## config.mk

```make
export PLATFORM = sky130hd
export DESIGN_NAME = sd_spi_host_engine_flat
export DESIGN_NICKNAME = d
export VERILOG_FILES = /design/src/hw/rtl/ssh_pkg.sv /design/src/hw/rtl/ssh_stream_if.sv /design/src/hw/rtl/ssh_ram.sv /design/src/hw/rtl/ssh_sequencer.sv /design/src/hw/rtl/sd_spi_host_engine.sv /design/src/flat_wrapper.sv
export VERILOG_INCLUDE_DIRS = /design/src /design/src/hw/rtl
export SDC_FILE = /design/constraint.sdc
export NUM_CORES = 2
export LEC_CHECK = 0
export ABC_AREA = 1
export BUFFER_PORTS_ARGS = -buffer_cell sky130_fd_sc_hd__buf_2
export CAP_MARGIN = 10
export CORE_MARGIN = 2
export CORE_UTILIZATION = 30
export DETAILED_ROUTE_END_ITERATION = 10
export PLACE_DENSITY = 0.4
export SLEW_MARGIN = 25
export SYNTH_ARGS = -nofsm -noshare
export SYNTH_HDL_FRONTEND = slang
export SYNTH_SLANG_ARGS = --single-unit
```

## constraint.sdc

```tcl
create_clock -name clock -period 10.5 [get_ports clock]
set_clock_uncertainty 0.15 [all_clocks]
set_input_delay 2.1 -clock clock [delete_from_list [all_inputs] [get_ports clock]]
set_output_delay 2.1 -clock clock [all_outputs]
set_load 0.005 [all_outputs]
```

## src/hw/rtl/sd_spi_host_engine_macros.svh

```systemverilog
// ---------------------------------------------------------------------------
// sd_spi_host_engine_macros
// assertion macros for the sd spi host engine
// ---------------------------------------------------------------------------
`ifndef SD_SPI_HOST_ENGINE_MACROS_SVH
`define SD_SPI_HOST_ENGINE_MACROS_SVH
`ifndef SYNTHESIS
`define SSH_ASSERT_IMP(label, clk, rst, a, c) \
   label: assert property (@(posedge clk) disable iff (rst) (a) |-> (c)) \
      else $error("assertion failed");
`define SSH_ASSERT_NEXT(label, clk, rst, a, c) \
   label: assert property (@(posedge clk) disable iff (rst) (a) |=> (c)) \
      else $error("assertion failed");
`else
`define SSH_ASSERT_IMP(label, clk, rst, a, c)
`define SSH_ASSERT_NEXT(label, clk, rst, a, c)
`endif
`endif

```

## src/hw/rtl/ssh_pkg.sv

```systemverilog
// ---------------------------------------------------------------------------
// ssh_pkg
// shared types and constants of the sd spi host engine
// ---------------------------------------------------------------------------
`timescale 1ns / 1ps
`default_nettype none
package ssh_pkg;
   localparam int SECTOR_BYTES = 512;
   localparam int WAKE_BYTES   = 10;
   localparam int BUF_AW       = $clog2(SECTOR_BYTES);

   localparam logic [2:0] OP_INIT  = 3'd0;
   localparam logic [2:0] OP_READ  = 3'd1;
   localparam logic [2:0] OP_WRITE = 3'd2;
   localparam logic [2:0] OP_RX    = 3'd3;
   localparam logic [2:0] OP_LOAD  = 3'd4;

   localparam logic [3:0] ST_OK       = 4'd0;
   localparam logic [3:0] ST_OFFSET   = 4'd1;
   localparam logic [3:0] ST_CMD_REJ  = 4'd2;
   localparam logic [3:0] ST_TOKEN    = 4'd3;
   localparam logic [3:0] ST_WR_REJ   = 4'd4;
   localparam logic [3:0] ST_CARD     = 4'd5;
   localparam logic [3:0] ST_IF_CHECK = 4'd6;
   localparam logic [3:0] ST_VOLTAGE  = 4'd7;
   localparam logic [3:0] ST_ACMD     = 4'd8;

   localparam logic [5:0] CMD0  = 6'd0;
   localparam logic [5:0] CMD8  = 6'd8;
   localparam logic [5:0] CMD13 = 6'd13;
   localparam logic [5:0] CMD17 = 6'd17;
   localparam logic [5:0] CMD24 = 6'd24;
   localparam logic [5:0] CMD41 = 6'd41;
   localparam logic [5:0] CMD55 = 6'd55;
   localparam logic [5:0] CMD58 = 6'd58;

   typedef enum logic [11:0] {
      PH_IDLE   = 12'b000000000001,
      PH_WAKE   = 12'b000000000010,
      PH_CMD    = 12'b000000000100,
      PH_R1     = 12'b000000001000,
      PH_R32    = 12'b000000010000,
      PH_TOKEN  = 12'b000000100000,
      PH_RDATA  = 12'b000001000000,
      PH_RCRC   = 12'b000010000000,
      PH_WBUSY1 = 12'b000100000000,
      PH_WDATA  = 12'b001000000000,
      PH_WBUSY2 = 12'b010000000000,
      PH_STAT2  = 12'b100000000000
   } phase_type;

   typedef struct packed {
      logic [2:0]  op;
      logic [31:0] lba;
      logic [9:0]  offset;
      logic [7:0]  rx_byte;
      logic [8:0]  buf_index;
      logic [7:0]  buf_value;
   } req_type;

   typedef struct packed {
      logic [7:0] tx_byte;
      logic       tx_valid;
      logic       chip_select;
      logic [7:0] data_byte;
      logic       data_valid;
      logic       done_res;
      logic [3:0] status;
   } rsp_type;

   // sd crc7 over a command frame, x^7 + x^3 + 1
   function automatic logic [6:0] crc7(input logic [39:0] frame);
      logic [6:0] crc;
      logic       fb;
      crc = '0;
      for (int b = 39; b >= 0; b--) begin
         fb  = crc[6] ^ frame[b];
         crc = {crc[5:0], 1'b0};
         if (fb) crc = crc ^ 7'h09;
      end
      return crc;
   endfunction
endpackage
`default_nettype wire

```

## src/hw/rtl/ssh_stream_if.sv

```systemverilog
// ---------------------------------------------------------------------------
// ssh_stream_if
// valid / ready channel carrying one beat of payload
// ---------------------------------------------------------------------------
`timescale 1ns / 1ps
`default_nettype none
interface ssh_req_if;
   logic             valid;
   logic             ready;
   ssh_pkg::req_type payload;
   modport source (output valid, output payload, input ready);
   modport sink (input valid, input payload, output ready);
endinterface

interface ssh_rsp_if;
   logic             valid;
   logic             ready;
   ssh_pkg::rsp_type payload;
   modport source (output valid, output payload, input ready);
   modport sink (input valid, input payload, output ready);
endinterface
`default_nettype wire

```

## src/hw/rtl/ssh_ram.sv

```systemverilog
// ---------------------------------------------------------------------------
// ssh_ram
// generic single port write, single port registered read memory
// ---------------------------------------------------------------------------
`timescale 1ns / 1ps
`default_nettype none
module ssh_ram #(
   parameter int WIDTH = 8,
   parameter int DEPTH = 512
) (
   input  wire logic                     clock,
   input  wire logic                     wr_en,
   input  wire logic [$clog2(DEPTH)-1:0] wr_addr,
   input  wire logic [WIDTH-1:0]         wr_data,
   input  wire logic                     rd_en,
   input  wire logic [$clog2(DEPTH)-1:0] rd_addr,
   output logic      [WIDTH-1:0]         rd_data
);
   logic [WIDTH-1:0] mem_ff [DEPTH];

   // write port and registered read port
   always_ff @(posedge clock) begin
      if (wr_en) mem_ff[wr_addr] <= wr_data;
      if (rd_en) rd_data <= mem_ff[rd_addr];
   end
endmodule
`default_nettype wire

```

## src/hw/rtl/ssh_sequencer.sv

```systemverilog
// ---------------------------------------------------------------------------
// ssh_sequencer
// per-beat sequencing of init, read and write exchanges
// ---------------------------------------------------------------------------
`timescale 1ns / 1ps
`default_nettype none
`include "sd_spi_host_engine_macros.svh"
module ssh_sequencer (
   input  wire logic                      clock,
   input  wire logic                      reset,
   input  wire logic                      step,
   input  wire ssh_pkg::req_type          req,
   output logic                           buf_rd_en,
   output logic [ssh_pkg::BUF_AW-1:0]     buf_rd_addr,
   output logic                           rsp_fire,
   output ssh_pkg::rsp_type               rsp
);
   ssh_pkg::phase_type phase_ff, phase_in;
   logic [9:0]  count_ff, count_in;
   logic [39:0] frame_ff, frame_in;
   logic [6:0]  crc_ff, crc_in;
   logic [31:0] shift_ff, shift_in;
   logic [8:0]  offset_ff, offset_in;

   logic [5:0]  cmd;
   logic [31:0] shifted;
   ssh_pkg::rsp_type r;
   logic        emit_ok;

   assign cmd     = frame_ff[37:32];
   assign shifted = {shift_ff[23:0], req.rx_byte};

   // sector buffer fetch for the write data beat being stepped
   assign buf_rd_en   = step && req.op == ssh_pkg::OP_RX && phase_ff == ssh_pkg::PH_WDATA
                        && count_ff < 10'(ssh_pkg::SECTOR_BYTES);
   assign buf_rd_addr = count_ff[ssh_pkg::BUF_AW-1:0];

   // next state and result of one beat
   always_comb begin
      phase_in = phase_ff; count_in = count_ff; frame_in = frame_ff; crc_in = crc_ff;
      shift_in = shift_ff; offset_in = offset_ff;
      r = '0; emit_ok = 1'b0;

      // shared helpers written inline
      if (step) begin
         if (req.op <= ssh_pkg::OP_WRITE && phase_ff == ssh_pkg::PH_IDLE) begin
            emit_ok = 1'b1;
            if (req.op == ssh_pkg::OP_INIT) begin
               phase_in = ssh_pkg::PH_WAKE; count_in = 10'd1;
               r.tx_byte = 8'hFF; r.tx_valid = 1'b1;
            end else if (req.op == ssh_pkg::OP_READ && req.offset >= 10'(ssh_pkg::SECTOR_BYTES)) begin
               r.done_res = 1'b1; r.status = ssh_pkg::ST_OFFSET;
            end else begin
               offset_in = (req.op == ssh_pkg::OP_READ) ? req.offset[8:0] : offset_ff;
               frame_in  = {2'b01, (req.op == ssh_pkg::OP_READ) ? ssh_pkg::CMD17 : ssh_pkg::CMD24,
                            req.lba};
               phase_in  = ssh_pkg::PH_CMD; count_in = '0;
               r.tx_byte = frame_in[39:32]; r.tx_valid = 1'b1; r.chip_select = 1'b1;
            end
         end else if (req.op == ssh_pkg::OP_RX && phase_ff != ssh_pkg::PH_IDLE) begin
            emit_ok = 1'b1;
            r.tx_byte = 8'hFF; r.tx_valid = 1'b1; r.chip_select = 1'b1;
            unique case (phase_ff)
               ssh_pkg::PH_WAKE: begin
                  if (count_ff < 10'(ssh_pkg::WAKE_BYTES)) begin
                     count_in = count_ff + 10'd1; r.chip_select = 1'b0;
                  end else begin
                     frame_in = {2'b01, ssh_pkg::CMD0, 32'd0};
                     phase_in = ssh_pkg::PH_CMD; count_in = '0; r.tx_byte = frame_in[39:32];
                  end
               end
               ssh_pkg::PH_CMD: begin
                  if (count_ff < 10'd5) begin
                     count_in = count_ff + 10'd1;
                     case (count_ff[2:0])
                        3'd0: r.tx_byte = frame_ff[31:24];
                        3'd1: r.tx_byte = frame_ff[23:16];
                        3'd2: r.tx_byte = frame_ff[15:8];
                        3'd3: r.tx_byte = frame_ff[7:0];
                        default: r.tx_byte = {crc_ff, 1'b1};
                     endcase
                  end else begin
                     phase_in = ssh_pkg::PH_R1; count_in = '0;
                  end
               end
               ssh_pkg::PH_R1: begin
                  count_in = '0;
                  if (req.rx_byte != 8'hFF) begin
                     case (cmd)
                        ssh_pkg::CMD0: if (req.rx_byte == 8'd1)
                           frame_in = {2'b01, ssh_pkg::CMD8, 32'h000001AA};
                           else r = '0;
                        ssh_pkg::CMD8: if (req.rx_byte == 8'd1) begin
                           shift_in = '0; phase_in = ssh_pkg::PH_R32;
                        end else r = '0;
                        ssh_pkg::CMD58: if (req.rx_byte < 8'd2) begin
                           shift_in = '0; phase_in = ssh_pkg::PH_R32;
                        end else r = '0;
                        ssh_pkg::CMD55: if (req.rx_byte < 8'd2)
                           frame_in = {2'b01, ssh_pkg::CMD41, 32'h40000000};
                           else r = '0;
                        ssh_pkg::CMD41: if (req.rx_byte != 8'd0)
                           frame_in = {2'b01, ssh_pkg::CMD55, 32'd0};
                           else r = '0;
                        ssh_pkg::CMD17: if (req.rx_byte == 8'd0) phase_in = ssh_pkg::PH_TOKEN;
                           else r = '0;
                        ssh_pkg::CMD24: if (req.rx_byte == 8'd0) phase_in = ssh_pkg::PH_WBUSY1;
                           else r = '0;
                        ssh_pkg::CMD13: begin
                           shift_in = {24'd0, req.rx_byte}; phase_in = ssh_pkg::PH_STAT2;
                        end
                        default: r = '0;
                     endcase
                     if (!r.tx_valid) begin
                        phase_in = ssh_pkg::PH_IDLE; r.done_res = 1'b1;
                        case (cmd)
                           ssh_pkg::CMD8:  r.status = ssh_pkg::ST_IF_CHECK;
                           ssh_pkg::CMD58: r.status = ssh_pkg::ST_VOLTAGE;
                           ssh_pkg::CMD55: r.status = ssh_pkg::ST_ACMD;
                           ssh_pkg::CMD41: r.status = ssh_pkg::ST_OK;
                           default:        r.status = ssh_pkg::ST_CMD_REJ;
                        endcase
                     end else if (cmd == ssh_pkg::CMD0 || cmd == ssh_pkg::CMD55
                                  || cmd == ssh_pkg::CMD41) begin
                        phase_in = ssh_pkg::PH_CMD; r.tx_byte = frame_in[39:32];
                     end
                  end
               end
               ssh_pkg::PH_R32: begin
                  if (!(count_ff == '0 && (req.rx_byte == 8'hFF || req.rx_byte == 8'hFE))) begin
                     shift_in = shifted; count_in = count_ff + 10'd1;
                     if (count_ff >= 10'd3) begin
                        if (cmd == ssh_pkg::CMD8 ? shifted == 32'h000001AA
                            : (shifted != '0 && (shifted & 32'h00380000) == 32'h00380000)) begin
                           frame_in = {2'b01, (cmd == ssh_pkg::CMD8) ? ssh_pkg::CMD58
                                       : ssh_pkg::CMD55, 32'd0};
                           phase_in = ssh_pkg::PH_CMD; count_in = '0;
                           r.tx_byte = frame_in[39:32];
                        end else begin
                           phase_in = ssh_pkg::PH_IDLE; r = '0; r.done_res = 1'b1;
                           r.status = (cmd == ssh_pkg::CMD8) ? ssh_pkg::ST_IF_CHECK
                                      : ssh_pkg::ST_VOLTAGE;
                        end
                     end
                  end
               end
               ssh_pkg::PH_TOKEN: begin
                  count_in = '0;
                  if (req.rx_byte == 8'hFE) phase_in = ssh_pkg::PH_RDATA;
                  else if (req.rx_byte != 8'hFF) begin
                     phase_in = ssh_pkg::PH_IDLE; r = '0; r.done_res = 1'b1;
                     r.status = ssh_pkg::ST_TOKEN;
                  end
               end
               ssh_pkg::PH_RDATA: begin
                  r.data_valid = count_ff >= {1'b0, offset_ff};
                  r.data_byte  = r.data_valid ? req.rx_byte : 8'd0;
                  if (count_ff + 10'd1 >= 10'(ssh_pkg::SECTOR_BYTES)) begin
                     phase_in = ssh_pkg::PH_RCRC; count_in = '0;
                  end else count_in = count_ff + 10'd1;
               end
               ssh_pkg::PH_RCRC: begin
                  if (count_ff == '0) count_in = 10'd1;
                  else begin
                     phase_in = ssh_pkg::PH_IDLE; r = '0; r.done_res = 1'b1;
                  end
               end
               ssh_pkg::PH_WBUSY1: begin
                  count_in = '0;
                  if (req.rx_byte == 8'hFF) begin
                     phase_in = ssh_pkg::PH_WDATA; r.tx_byte = 8'hFE;
                  end
               end
               ssh_pkg::PH_WDATA: begin
                  if (count_ff >= 10'(ssh_pkg::SECTOR_BYTES + 3)) begin
                     count_in = '0;
                     if (req.rx_byte[4:0] != 5'h05) begin
                        phase_in = ssh_pkg::PH_IDLE; r = '0; r.done_res = 1'b1;
                        r.status = ssh_pkg::ST_WR_REJ;
                     end else phase_in = ssh_pkg::PH_WBUSY2;
                  end else count_in = count_ff + 10'd1;
               end
               ssh_pkg::PH_WBUSY2: begin
                  count_in = '0;
                  if (req.rx_byte == 8'hFF) begin
                     frame_in = {2'b01, ssh_pkg::CMD13, 32'd0};
                     phase_in = ssh_pkg::PH_CMD; r.tx_byte = frame_in[39:32];
                  end
               end
               ssh_pkg::PH_STAT2: begin
                  phase_in = ssh_pkg::PH_IDLE; r = '0; r.done_res = 1'b1;
                  r.status = (shifted != '0) ? ssh_pkg::ST_CARD : ssh_pkg::ST_OK;
               end
               default: begin
                  phase_in = ssh_pkg::PH_IDLE; emit_ok = 1'b0;
               end
            endcase
         end
      end
      crc_in = (frame_in != frame_ff) ? ssh_pkg::crc7(frame_in) : crc_ff;
      if (phase_in == ssh_pkg::PH_CMD && phase_ff != ssh_pkg::PH_CMD)
         crc_in = ssh_pkg::crc7(frame_in);
   end

   // result goes out in the beat's own cycle; write data byte is patched in at the output
   assign rsp_fire = emit_ok;
   assign rsp      = r;

   always_ff @(posedge clock) begin
      if (reset) begin
         phase_ff <= ssh_pkg::PH_IDLE; count_ff <= '0; frame_ff <= '0; crc_ff <= '0;
         shift_ff <= '0; offset_ff <= '0;
      end else begin
         phase_ff <= phase_in; count_ff <= count_in; frame_ff <= frame_in; crc_ff <= crc_in;
         shift_ff <= shift_in; offset_ff <= offset_in;
      end
   end

   `SSH_ASSERT_IMP(a_rd_fires, clock, reset, buf_rd_en, rsp_fire && rsp.tx_valid && rsp.chip_select)
   `SSH_ASSERT_IMP(a_done_idle, clock, reset, rsp_fire && rsp.done_res,
                   phase_in == ssh_pkg::PH_IDLE)
   `SSH_ASSERT_IMP(a_excl, clock, reset, rsp_fire, !(rsp.done_res && rsp.tx_valid))
   `SSH_ASSERT_NEXT(a_idle_holds, clock, reset, phase_ff == ssh_pkg::PH_IDLE && !step,
                    phase_ff == ssh_pkg::PH_IDLE)
endmodule
`default_nettype wire

```

## src/hw/rtl/sd_spi_host_engine.sv

```systemverilog
// ---------------------------------------------------------------------------
// sd_spi_host_engine
// sd card spi mode host engine, one spi byte exchange per beat
// ---------------------------------------------------------------------------
// usage: req_ carries start beats (init, read, write), card byte beats that
// return the byte of the last exchange, and buffer load beats. each start or
// card byte beat yields at most one rsp_ beat: the next byte to send with
// chip select, a delivered sector byte, or done with a status.
// each rsp_ beat is registered and presented in the cycle after its beat is accepted, write data
// beats included: the sector buffer read is issued on acceptance and its
// registered output is steered into tx_byte of the held beat.
// throughput: one beat per cycle while rsp_ is taken.
// a one-entry output register holds the result; when the receiver stalls,
// req_ready drops until the held beat is taken.
// reset: synchronous, returns to idle; the sector buffer is not cleared and
// must be loaded before a write.
// ---------------------------------------------------------------------------
`timescale 1ns / 1ps
`default_nettype none
module sd_spi_host_engine (
   input  wire logic  clock,
   input  wire logic  reset,
   ssh_req_if.sink    req_ch,
   ssh_rsp_if.source  rsp_ch
);
   logic                       step;
   logic                       buf_wr;
   logic                       buf_rd_en;
   logic [ssh_pkg::BUF_AW-1:0] buf_rd_addr;
   logic [7:0]                 buf_rdata;
   logic                       fire;
   ssh_pkg::rsp_type           rsp;
   logic                       out_valid_ff;
   ssh_pkg::rsp_type           out_ff;
   logic                       out_buf_ff;

   // accept while the output register is free or being emptied
   assign req_ch.ready = !out_valid_ff || rsp_ch.ready;
   assign step         = req_ch.valid && req_ch.ready && req_ch.payload.op != ssh_pkg::OP_LOAD;
   assign buf_wr       = req_ch.valid && req_ch.ready && req_ch.payload.op == ssh_pkg::OP_LOAD;

   ssh_ram #(.WIDTH(8), .DEPTH(ssh_pkg::SECTOR_BYTES)) u_buf (
      .clock   (clock),
      .wr_en   (buf_wr),
      .wr_addr (req_ch.payload.buf_index),
      .wr_data (req_ch.payload.buf_value),
      .rd_en   (buf_rd_en),
      .rd_addr (buf_rd_addr),
      .rd_data (buf_rdata)
   );

   ssh_sequencer u_seq (
      .clock       (clock),
      .reset       (reset),
      .step        (step),
      .req         (req_ch.payload),
      .buf_rd_en   (buf_rd_en),
      .buf_rd_addr (buf_rd_addr),
      .rsp_fire    (fire),
      .rsp         (rsp)
   );

   // output register
   always_ff @(posedge clock) begin
      if (reset) begin
         out_valid_ff <= 1'b0;
      end else begin
         if (fire) out_valid_ff <= 1'b1;
         else if (rsp_ch.ready) out_valid_ff <= 1'b0;
      end
      if (fire) begin
         out_ff     <= rsp;
         out_buf_ff <= buf_rd_en;
      end
   end

   // write data beats take their byte from the buffer read port, which holds until the next step
   always_comb begin
      rsp_ch.payload = out_ff;
      if (out_buf_ff) rsp_ch.payload.tx_byte = buf_rdata;
   end

   assign rsp_ch.valid = out_valid_ff;
endmodule
`default_nettype wire

```

## src/flat_wrapper.sv

```systemverilog
// flat-port wrapper written by rule: the top's interface ports become plain ports
module sd_spi_host_engine_flat 
  (clock, reset, req_ch_valid, req_ch_payload, req_ch_ready, rsp_ch_valid, rsp_ch_payload, rsp_ch_ready);
  ssh_req_if req_ch_i ();
  ssh_rsp_if rsp_ch_i ();
  input  wire logic clock;
  input  wire logic reset;
  input wire logic [$bits(req_ch_i.valid)-1:0] req_ch_valid;
  input wire logic [$bits(req_ch_i.payload)-1:0] req_ch_payload;
  output wire logic [$bits(req_ch_i.ready)-1:0] req_ch_ready;
  output wire logic [$bits(rsp_ch_i.valid)-1:0] rsp_ch_valid;
  output wire logic [$bits(rsp_ch_i.payload)-1:0] rsp_ch_payload;
  input wire logic [$bits(rsp_ch_i.ready)-1:0] rsp_ch_ready;
  assign req_ch_i.valid = req_ch_valid;
  assign req_ch_i.payload = req_ch_payload;
  assign req_ch_ready = req_ch_i.ready;
  assign rsp_ch_valid = rsp_ch_i.valid;
  assign rsp_ch_payload = rsp_ch_i.payload;
  assign rsp_ch_i.ready = rsp_ch_ready;
  sd_spi_host_engine u_core (.clock(clock), .reset(reset), .req_ch(req_ch_i), .rsp_ch(rsp_ch_i));
endmodule
```

==> key figures <==
Route
  • Drt total wl: 612000 microns
  • Via-to-Cell Ratio: 5.26
  • DRC: 0
  • DR WL/cell: 28.6 microns
  • Post-DRT Antenna Nets: 0
  • Pre-antenna DRT Iters: 8
  • Via count: 112000
  • Drt initial violations: 11400

Floorplan
  • Die area: 0.574 sq mm
  • Starting Density: 30.1%
  • Ports: 100
  • Die H: 757 microns
  • Core area: 0.565 sq mm
  • Row cnt: 276
  • Die width: 757 microns

Critical path
  • Most common cell on crit path: nand2_1
  • CP max stage cell: dfxtp_4
  • Kind of critical path: reg2reg
  • CP max stage delay: 700 ps
  • Crit path DAT: 6630 ps
  • Setup crit end kind: register
  • WP data required: 11260 ps
  • Crit path max fanout: 96
  • Type of origin of the critical path: register
  • R2R depth: 38

Timing
  • Unrepaired setup endpoints after global routing: no
  • Setup TNS: 0 ps
  • Final hold slack: 322 ps
  • Period utilization: 55.9%
  • Final Hold Violating Endpoints: 0
  • Rel. slew slack: 20.6%
  • Min Tclk post-route: 5870 ps
  • Final setup viols: 0
  • Final count of pins violating max slew: 0
  • Worst-margin pin slew: 1190 ps
  • F_max: 0.170 GHz
  • Final worst setup slack: 4630 ps

Clock tree
  • Post-CTS sizing: 0
  • H-tree levels: 5
  • Setup Buffers After CTS: 0
  • Clock sinks: 4232
  • Hold-fix buffers, CTS: 0
  • CTS tree: done
  • Root buffer cell: clkbuf_16
  • Clock Path Buffers: 4
  • Worst-path clk slew: 60 ps
  • Cts bufs inserted: 469
  • Worst-Skew Late Latency: 1060 ps

Layout
  • Layout cells sized above 1: 8.84%
  • Most common cell after layout, fill and taps aside: edfxtp_1
  • Nets@finish: 13600
  • Commonest cells after routing, fill and taps aside: 4129 x edfxtp_1, 2791 x nor2_1, 2161 x o21ai_0
  • Area delta synth->final: 14.3%
  • Fin area: 0.195 sq mm

Synth
  • Syn_nets: 13700
  • Sequential share of the synthesized area: 74.0%
  • Syn Area/Cell: 12.5 sq um
  • EDFF count, synth: 4129
  • Async SR Flop Fraction: 0%
  • Yosys reg bits: 4232
  • Ys Warns: 0
  • Synthesized area: 0.170 sq mm
  • Distinct cells, synth: 69
  • Cells after Synth: 13600
  • Top_reg_cell synth: edfxtp_1

Job
  • Maxcap violations: 0

Global routing
  • Largest net degree at the start of global routing: 157
  • Total track usage: 20.7%
  • Global-route wire length before repair: 861000 microns
  • Initial antenna violation count: 52
  • Vias in the first global route: 109000
  • GRT Residual Overflow: 0

Power and ir drop
  • Leakage: 62.2 nW
  • PwrDens: 191 mW/mm^2
  • Peak VDD IR: 0.000152 V

Placement
  • Port bufs: 99
  • RePlAce Congestion: 0.834
  • Placed cell area: 0.180 sq mm
  • Dpl ws: 3550 ps
  • DP HPWL: 356000 microns

Run status
  • Outcome: completed

Worst hold path
  • Hold Path Depth: 2
  • Hold Crit Class: reg2reg
worst paths after layout:
check / to / start / slack, ps
max: u_core.u_seq.crc_ff[3]$_SDFFE_PP0P_ / u_core.u_seq.count_ff[0]$_SDFFE_PP0P_ / 4630
min: u_core.u_seq.offset_ff[1]$_SDFFE_PP0P_ / u_core.u_seq.offset_ff[1]$_SDFFE_PP0P_ / 320
max reg2reg: u_core.u_seq.crc_ff[3]$_SDFFE_PP0P_ / u_core.u_seq.count_ff[0]$_SDFFE_PP0P_ / 4630
min reg2reg: u_core.u_seq.offset_ff[1]$_SDFFE_PP0P_ / u_core.u_seq.offset_ff[1]$_SDFFE_PP0P_ / 320
synth_stat cells, drive strengths merged (4+ instances only):
| cell | n | area (sq um) |
|---|---|---|
| clkbuf | 915 | 3430 |
| clkinv | 9 | 33.8 |
| nand2 | 1092 | 4300 |
| buf | 61 | 329 |
| a22oi | 7 | 52.6 |
| inv | 251 | 942 |
| o21ai | 2172 | 10900 |
| nor3 | 31 | 155 |
| a211oi | 38 | 285 |
| a221oi | 131 | 1150 |
| o2111ai | 8 | 70.1 |
| o22ai | 1045 | 6540 |
| nand3 | 183 | 993 |
| o211ai | 20 | 150 |
| o221ai | 26 | 228 |
| a21oi | 156 | 792 |
| nand4 | 116 | 726 |
| a22o | 123 | 1080 |
| o21a | 9 | 67.6 |
| mux2 | 8 | 90.1 |
| ha | 15 | 188 |
| a21boi | 4 | 33.8 |
| nor2 | 2846 | 10800 |
| o311ai | 19 | 166 |
| a41oi | 30 | 263 |
| edfxtp | 4129 | 124000 |
| dfxtp | 103 | 2060 |
| nor4 | 14 | 93.8 |
| a31oi | 7 | 43.8 |
critical path, delay by kind of cell, from the launching register on:
family	cells	cell delay (ps)
flip-flops	1	700
AND/OR/NAND/NOR	31	3490
adder cells (fa/ha/maj)	1	250
buffers and inverters	6	1060
sequential cells by signal (all words and copies together), names as in the netlist, 8 cells and up:
register / count
u_core.rsp_ch.payload: 16
u_core.u_seq.frame_ff: 40
u_core.u_buf.mem_ff: 4096
u_core.u_seq.shift_ff: 24
u_core.out_ff: 8
u_core.u_seq.offset_ff: 9
u_core.u_buf.rd_data: 8
u_core.u_seq.phase_ff: 12
u_core.u_seq.count_ff: 10
logic make-up after synthesis:
group / synth area share, %
mux: 0.0529
xor+xnor: 0.0154
flops: 74.0
compound gates: 12.9
simple gates: 10.1
fa+ha+maj: 0.110
buf+inv: 2.78
metrics by stage:
stage	util (%)	std cells	total power, mW
global placement	31.7	20500	21.2
detailed placement	31.8	20500	21.2
CTS	34.4	21400	37.5
global route	34.4	21400	38.3
finish	34.4	21400	37.1
floorplan	-	13600	20.2
where the power goes:
part	internal (mW)	total (mW)	leakage (nW)	switching (mW)
sequential	18.5	18.6	37.9	0.0281
clock	9.21	16.3	7.29	7.13
combinational	0.528	2.20	16.9	1.67
metal layers:
| layer | global-route usage (%) | wire length, microns | vias to the layer above |
|---|---|---|---|
| met2 | 33.0 | 282000 | 3382 |
| li1 | - | - | 50300 |
| met5 | 0 | 50 | - |
| met1 | 29.8 | 282000 | 58100 |
| met4 | 4.88 | 14300 | 8 |
| met3 | 2.79 | 34000 | 699 |
area by class of cell:
class | count | area [sq um]
Fill cell | 55600 | 371000
Sequential cell | 4232 | 126000
Multi-Input combinational cell | 8141 | 39900
Clock buffer | 580 | 12200
Tap cell | 7506 | 9390
Timing Repair Buffer | 366 | 3300
Clock inverter | 285 | 2840
Inverter | 260 | 1010
Antenna cell | 12 | 30.0
Note: power is estimated with default switching activity, not from simulation.
